[config.mk]
export PLATFORM = sky130hd
export DESIGN_NAME = smau_ctrl
export DESIGN_NICKNAME = d
export VERILOG_FILES = /design/src/design/smau_pkg.sv /design/src/design/smau_ctrl.sv
export SDC_FILE = /design/constraint.sdc
export NUM_CORES = 1
export LEC_CHECK = 0
export ABC_AREA = 1
export BUFFER_PORTS_ARGS = -buffer_cell sky130_fd_sc_hd__buf_2
export CAP_MARGIN = 20
export CORE_MARGIN = 3
export CORE_UTILIZATION = 35
export CTS_CLUSTER_DIAMETER = 100
export DETAILED_ROUTE_END_ITERATION = 6
export PLACE_DENSITY = 0.63
export SLEW_MARGIN = 15
export SYNTH_ARGS = -nofsm -noshare
export SYNTH_HDL_FRONTEND = slang
export SYNTH_SLANG_ARGS = --single-unit
export TNS_END_PERCENT = 100
[constraint.sdc]
create_clock -name i_clk -period 4.2 [get_ports i_clk]
set_clock_uncertainty 0.05 [all_clocks]
set_input_delay 1.26 -clock i_clk [delete_from_list [all_inputs] [get_ports i_clk]]
set_output_delay 1.26 -clock i_clk [all_outputs]
set_load 0.02 [all_outputs]
[src/design/smau_pkg.sv]
// Shared types and constants for the small matrix arithmetic unit.
package smau_pkg;

    // index and dimension widths (MAX_DIM up to 16)
    localparam int IW     = 4;
    localparam int NW     = 5;
    localparam int DATA_W = 32;

    // item modes
    localparam logic [1:0] MODE_WR_A = 2'd0;
    localparam logic [1:0] MODE_WR_B = 2'd1;
    localparam logic [1:0] MODE_RUN  = 2'd2;

    // operations
    localparam logic [2:0] OP_PROD  = 3'd0;
    localparam logic [2:0] OP_SUM   = 3'd1;
    localparam logic [2:0] OP_DIFF  = 3'd2;
    localparam logic [2:0] OP_SCALE = 3'd3;
    localparam logic [2:0] OP_DIV   = 3'd4;
    localparam logic [2:0] OP_TRANS = 3'd5;

    // result status codes
    localparam logic [1:0] ST_OK    = 2'd0;
    localparam logic [1:0] ST_SAT   = 2'd1;
    localparam logic [1:0] ST_SHAPE = 2'd2;
    localparam logic [1:0] ST_DIVZ  = 2'd3;

    // configuration register indexes
    localparam logic [1:0] CFG_A_ROWS = 2'd0;
    localparam logic [1:0] CFG_A_COLS = 2'd1;
    localparam logic [1:0] CFG_B_ROWS = 2'd2;
    localparam logic [1:0] CFG_B_COLS = 2'd3;

    typedef struct packed {
        logic [1:0]         mode;
        logic [2:0]         op;
        logic [2:0]         row_index;
        logic [2:0]         col_index;
        logic signed [31:0] value;
    } t_in_item;

    typedef struct packed {
        logic [2:0]         out_row;
        logic [2:0]         out_col;
        logic signed [31:0] result;
        logic               last;
        logic [1:0]         status;
    } t_out_item;

    // controller to datapath commands
    typedef struct packed {
        logic          wr_a;
        logic          wr_b;
        logic          run_ld;
        logic          rd_en;
        logic          mul_en;
        logic          div_start;
        logic          acc_en;
        logic          acc_clr;
        logic          out_load;
        logic          err_load;
        logic [1:0]    err_code;
        logic          last;
        logic [2:0]    op;
        logic [IW-1:0] i;
        logic [IW-1:0] j;
        logic [IW-1:0] k;
    } t_cmd;

    // datapath to controller status
    typedef struct packed {
        logic div_done;
    } t_sts;

endpackage

[src/design/smau_ctrl.sv]
// Sequencing controller: walks result elements and inner-product terms.
module smau_ctrl #(
    parameter int MAX_DIM = 8
) (
    input  logic                         i_clk,
    input  logic                         i_rst_n,
    input  logic                         i_in_valid,
    output logic                         o_in_ready,
    input  smau_pkg::t_in_item           i_in,
    input  logic                         i_out_ready,
    output logic                         o_out_valid,
    input  logic [3:0]                   i_a_rows,
    input  logic [3:0]                   i_a_cols,
    input  logic [3:0]                   i_b_rows,
    input  logic [3:0]                   i_b_cols,
    input  smau_pkg::t_sts               i_sts,
    output smau_pkg::t_cmd               o_cmd
);

    localparam logic [2:0] S_IDLE = 3'd0;
    localparam logic [2:0] S_RD   = 3'd1;
    localparam logic [2:0] S_MUL  = 3'd2;
    localparam logic [2:0] S_DIV  = 3'd3;
    localparam logic [2:0] S_ACC  = 3'd4;
    localparam logic [2:0] S_FIN  = 3'd5;
    localparam logic [2:0] S_OUT  = 3'd6;

    // clamp a dimension register to 1..MAX_DIM
    function automatic logic [smau_pkg::NW-1:0] f_dim(input logic [3:0] r);
        logic [smau_pkg::NW-1:0] v;
        v = {1'b0, r};
        if (v == '0) begin
            f_dim = smau_pkg::NW'(1);
        end else if (v > smau_pkg::NW'(MAX_DIM)) begin
            f_dim = smau_pkg::NW'(MAX_DIM);
        end else begin
            f_dim = v;
        end
    endfunction

    logic [2:0]                 r_state, n_state;
    logic [2:0]                 r_op, n_op;
    logic [smau_pkg::NW-1:0]    r_rr, n_rr, r_rc, n_rc, r_ac, n_ac;
    logic [smau_pkg::IW-1:0]    r_i, n_i, r_j, n_j, r_k, n_k;
    logic                       r_last, n_last;
    logic [smau_pkg::NW-1:0]    ar, ac, br, bc;
    logic                       shape_err;

    assign ar = f_dim(i_a_rows);
    assign ac = f_dim(i_a_cols);
    assign br = f_dim(i_b_rows);
    assign bc = f_dim(i_b_cols);

    assign shape_err = ((i_in.op == smau_pkg::OP_PROD) && (ac != br)) ||
                       (((i_in.op == smau_pkg::OP_SUM) || (i_in.op == smau_pkg::OP_DIFF))
                        && ((ar != br) || (ac != bc)));

    assign o_in_ready  = (r_state == S_IDLE);
    assign o_out_valid = (r_state == S_OUT);

    // next state and commands
    always_comb begin
        n_state = r_state;
        n_op    = r_op;
        n_rr    = r_rr;
        n_rc    = r_rc;
        n_ac    = r_ac;
        n_i     = r_i;
        n_j     = r_j;
        n_k     = r_k;
        n_last  = r_last;
        o_cmd   = '0;
        o_cmd.op = r_op;
        o_cmd.i  = r_i;
        o_cmd.j  = r_j;
        o_cmd.k  = r_k;
        case (r_state)
            S_IDLE: begin
                if (i_in_valid) begin
                    case (i_in.mode)
                        smau_pkg::MODE_WR_A: o_cmd.wr_a = 1'b1;
                        smau_pkg::MODE_WR_B: o_cmd.wr_b = 1'b1;
                        smau_pkg::MODE_RUN: begin
                            if (i_in.op <= smau_pkg::OP_TRANS) begin
                                o_cmd.run_ld = 1'b1;
                                n_op = i_in.op;
                                n_i  = '0;
                                n_j  = '0;
                                n_k  = '0;
                                n_ac = ac;
                                n_rr = (i_in.op == smau_pkg::OP_TRANS) ? ac : ar;
                                if (i_in.op == smau_pkg::OP_PROD) begin
                                    n_rc = bc;
                                end else if (i_in.op == smau_pkg::OP_TRANS) begin
                                    n_rc = ar;
                                end else begin
                                    n_rc = ac;
                                end
                                if (shape_err) begin
                                    o_cmd.err_load = 1'b1;
                                    o_cmd.err_code = smau_pkg::ST_SHAPE;
                                    n_last  = 1'b1;
                                    n_state = S_OUT;
                                end else if ((i_in.op == smau_pkg::OP_DIV) &&
                                             (i_in.value == '0)) begin
                                    o_cmd.err_load = 1'b1;
                                    o_cmd.err_code = smau_pkg::ST_DIVZ;
                                    n_last  = 1'b1;
                                    n_state = S_OUT;
                                end else begin
                                    n_state = S_RD;
                                end
                            end
                        end
                        default: ;
                    endcase
                end
            end
            S_RD: begin
                o_cmd.rd_en = 1'b1;
                n_state = S_MUL;
            end
            S_MUL: begin
                if (r_op == smau_pkg::OP_DIV) begin
                    o_cmd.div_start = 1'b1;
                    n_state = S_DIV;
                end else begin
                    o_cmd.mul_en = 1'b1;
                    n_state = S_ACC;
                end
            end
            S_DIV: begin
                if (i_sts.div_done) begin
                    n_state = S_ACC;
                end
            end
            S_ACC: begin
                o_cmd.acc_en  = 1'b1;
                o_cmd.acc_clr = (r_k == '0);
                if ((r_op == smau_pkg::OP_PROD) &&
                    (({1'b0, r_k} + smau_pkg::NW'(1)) < r_ac)) begin
                    n_k = r_k + smau_pkg::IW'(1);
                    n_state = S_RD;
                end else begin
                    n_state = S_FIN;
                end
            end
            S_FIN: begin
                o_cmd.out_load = 1'b1;
                o_cmd.last = (({1'b0, r_i} + smau_pkg::NW'(1)) == r_rr) &&
                             (({1'b0, r_j} + smau_pkg::NW'(1)) == r_rc);
                n_last  = o_cmd.last;
                n_state = S_OUT;
            end
            S_OUT: begin
                if (i_out_ready) begin
                    if (r_last) begin
                        n_state = S_IDLE;
                    end else begin
                        n_k = '0;
                        if (({1'b0, r_j} + smau_pkg::NW'(1)) == r_rc) begin
                            n_j = '0;
                            n_i = r_i + smau_pkg::IW'(1);
                        end else begin
                            n_j = r_j + smau_pkg::IW'(1);
                        end
                        n_state = S_RD;
                    end
                end
            end
            default: n_state = S_IDLE;
        endcase
    end

    // state registers
    always_ff @(posedge i_clk) begin
        if (!i_rst_n) begin
            r_state <= S_IDLE;
            r_last  <= 1'b0;
        end else begin
            r_state <= n_state;
            r_last  <= n_last;
        end
        r_op <= n_op;
        r_rr <= n_rr;
        r_rc <= n_rc;
        r_ac <= n_ac;
        r_i  <= n_i;
        r_j  <= n_j;
        r_k  <= n_k;
    end

endmodule

# Word level (Yosys, flattened, before mapping)
# Cells that the tools add are included.
# W data, S select, Z words.
[word_totals]
register_bits = 34
out_inout_bits = 30
elab_cells = 137
[classes]
add_sub_neg = 6
magnitude_cmp = 6
n_eq_ne = 27
n_mux = 62
reduce_logical = 27
[ops]
columns = ["cell", "count"]
rows = [
  ["$mux W4", 20],
  ["$mux W3", 17],
  ["$logic_not A32 Y1", 1],
  ["$pmux W3 S7", 1],
  ["$logic_not A4 Y1", 5],
  ["$eq A3 B3 Y1 const B", 6],
  ["$gt A4 B4 Y1 const B", 4],
  ["$pmux W4 S2", 2],
  ["$add A4 B1 Y5 const B", 3],
  ["$mux W1", 15],
  ["$mux W5", 3],
  ["$ne A5 B5 Y1", 3],
  ["$reduce_and A7 Y1", 2],
  ["$add A4 B1 Y4 const B", 3],
  ["$pmux W4 S3", 1],
  ["$eq A5 B5 Y1", 2],
  ["$ne A2 B2 Y1 const B", 5],
  ["$reduce_and A5 Y1", 2],
  ["$eq A3 B2 Y1 const B", 3],
  ["$logic_not A3 Y1", 3],
  ["$eq A3 B1 Y1 const B", 2],
  ["$ne A2 B1 Y1 const B", 3],
  ["$reduce_and A6 Y1", 1],
  ["$logic_and A1 B1 Y1", 5],
  ["12 further kinds", 16],
]

# Logic depth before layout (Yosys ltp)
[logic_depth]
ltp_word = 12
mapped_depth = 15
depth_no_buf = 15

# Least setup slack after synthesis
# OpenSTA, ideal clock, no wires.
[synth_path]
path_type = "in2out"
from = "input i_in[39] (netlist bit)"
to = "output o_cmd[18] (netlist bit)"
arrival_ns = 2.364
required_ns = 2.890
path_slack_ns = 0.526
path_stages = 7
path_buffers = 1
path_cell_list = "or2_4 > nor4_4 > nand3_2 > nand3_2 > nand3b_2 > inv_1 > buf_4"
[synth_rtl]
columns = ["element", "line", "rtl"]
rows = [
  ["start, declared", "smau_ctrl.sv:9", "input smau_pkg::t_in_item i_in,"],
  ["end, declared", "smau_ctrl.sv:17", "output smau_pkg::t_cmd o_cmd"],
]

==> results.yml <==
run_status:
  status: "completed"
global_routing:
  grtUsageTotal: 0.144
  overflow: 0
  antenna_found_initial: 0
  grt_max_degree: 16
  grt_pass1_vias: 2055
  grt_pass1_wl_um: 8730
drt:
  ant_nets: 0
  drt-pass1-iter-count: 4
  viasPerCell: 4.60
  drc_errors: 0
  drtIter0Drc: 70
  wl_um: 5180
  num_vias: 2174
  wire_per_inst_um: 11.0
pwr:
  p_leak_nw: 1.41
  vdd_ir_drop_max_uv: 193
  fin_total_pwr_mw: 0.926
  power_density_nw_per_um2: 321
floorplanning:
  die_w_um: 86.8
  die_height_um: 86.8
  initial_utilization: 0.373
  coreArea_sq_um: 6130
  row_count: 28
  io_pins: 94
  die-area_sq_um: 7540
timing:
  hold_viol: 0
  setup_tns_ns: 0
  relSlewSlack: 0.567
  fin_crit_ns: 3.82
  fmax_ghz: 0.262
  finalSetupViolations: 0
  rsz0062_at_grt: "false"
  period_share: 0.909
  worst_slew_pin_slew_ns: 0.646
  slew_violations: 0
cells_and_area:
  area_growth_syn_to_layout_pct: 26.1
  nFillCells: 609
  antennaDiodeCount: 0
  utilization: 0.471
  final_cell_mix: "buf_2, nand2_1, nor2_1, inv_1, edfxtp_1"
  mostFrequentLayoutCell: "buf_2"
  drive_gt1_frac: 0.317
  fin_area_sq_um: 2890
  nets: 468
setup_path:
  cp_slowest_cell: "buf_2"
  reg2regPathDepth: 10
  worstSetupEndpointType: "primary output"
  path_max_fanout: 9
  criticalPathCategory: "in -> out"
  start_kind: "input port"
  r2r-end: "r_k[0]"
  crit_chain: "buf_2 > xnor2_1 > nand2_1 > nor2_1 > nand2_1 > nor2_2 > nand3_1 > nand2_2 > nand3_2 > nand3b_2 > inv_1 > buf_2"
  arrival_ns: 2.51
  worst_ep_required_time_ns: 2.89
  reg2reg_from: "r_k[0]"
  cpPeakStageDelay_ns: 0.24
  rrSetupSlack_ns: 1.69
worst_hold_path:
  min_from: "r_last"
  worstHoldEndpoint: "r_last"
  hp-class: "reg -> reg"
  min_path_cells: 3
job:
  drv_cap: 0
placed_design:
  placedInstanceArea_sq_um: 2810
  hpwl_um: 4340
  io_buffers: 87
  place.gp.congestion: 0.811
clock_network:
  cts-resized-gates: 0
  h-tree-depth: 2
  clockBufferDepth: 2
  post-cts-setup-buffers: 0
  ctsHoldBuffers: 0
  clkTransAtPathRegs_ns: 0.06
  cts_buffers: 5
  cts_tree: "yes"
  cts_root_buf: "clkbuf_8"
  clock_sink_count: 31
  worstSkewPairLatency_ns: 0.28
synthesis:
  syn_avg_cell_area_sq_um: 7.50
  synth_edf_count: 27
  synth_ff_type: "edfxtp_1"
  synth-seq-area-share: 0.389
  yosys_warnings: 0
  synth_seq_cells: 31
  syn-num-nets: 376
  netlist_instances: 305
  syn_area_sq_um: 2290
  synth.distinct_cells: 34
  async_flop_share: 0
==> power breakdown <==
part	leakage, nW	total (mW)	internal [mW]	switching, mW
sequential	0.286	0.399	0.373	0.0257
clock	0.0403	0.216	0.113	0.104
combinational	1.08	0.311	0.119	0.192
total	1.41	0.926	0.605	0.321
==> how the worst max path moves through the flow <==
stage | start | endpoint | slack, ns | cells past startpoint
2_1_floorplan | i_in[39] | o_cmd[18] | 0.53 | 7
3_3_place_gp | i_a_cols[3] | o_cmd[17] | 0.37 | 12
3_5_place_dp | i_a_cols[3] | o_cmd[17] | 0.37 | 12
4_1_cts | i_a_cols[3] | o_cmd[17] | 0.36 | 12
5_1_grt | i_in[6] | o_cmd[17] | 0.20 | 9
6_report | i_a_cols[3] | o_cmd[17] | 0.38 | 12
==> Yosys cell counts, types with 7 or more instances <==
cell / count / area (sq um)
ha_1: 7 / 87.6
nand2_2: 7 / 43.8
nor2_2: 8 / 50.1
edfxtp_1: 27 / 811
xnor2_1: 11 / 96.3
nor3_1: 9 / 45.0
inv_2: 7 / 26.3
nand2_1: 62 / 233
a21oi_1: 8 / 40.0
inv_1: 38 / 143
nand3_1: 16 / 80.1
nor2_1: 59 / 221
==> worst max-delay path: cells and delay by family <==
family | cells | cell delay [ns]
and+or+nand+nor | 8 | 0.64
buffers and inverters | 3 | 0.44
xor gates and xnor gates | 1 | 0.15
==> registers in the layout (all words and copies together) (netlist names) <==
name and count:
r_rc 4, r_i 4, r_rr 4, r_last 1, r_j 4, r_state 3
r_k 4, r_op 3, r_ac 4
==> cell families after synthesis <==
logic type	count (synthesis)	synth area share
xor+xnor	17	0.0651
flops	31	0.389
buf+inv	50	0.0875
fa+ha+maj	7	0.0383
simple gates	176	0.356
compound gates	24	0.0635
==> cell type report <==
type / count / area, sq um / area share
clock buffers: 6 / 72.6 / 0.0252
clock inverters: 2 / 7.51 / 0.00260
inverters: 46 / 174 / 0.0603
multi-input cells: 224 / 1200 / 0.415
flip-flops and latches: 31 / 891 / 0.309
well taps: 75 / 93.8 / 0.0325
repair buffers: 89 / 450 / 0.156
==> layer usage <==
metal,wire (um),GRT usage
met1,2420,0.190
met4,68,0.0496
met2,2390,0.237
met5,0,0
met3,307,0.0257
==> metrics by stage <==
step / instances / hold WS, ns / worst slack, ns
after floorplan: 305 / 0.474 / 0.526
after global placement: 465 / 0.509 / 0.372
after detailed placement: 465 / 0.513 / 0.370
after CTS: 473 / 0.532 / 0.365
after global routing: 473 / 0.573 / 0.205
final: 473 / 0.528 / 0.382
No activity file was read; power rests on OpenSTA's default activity.
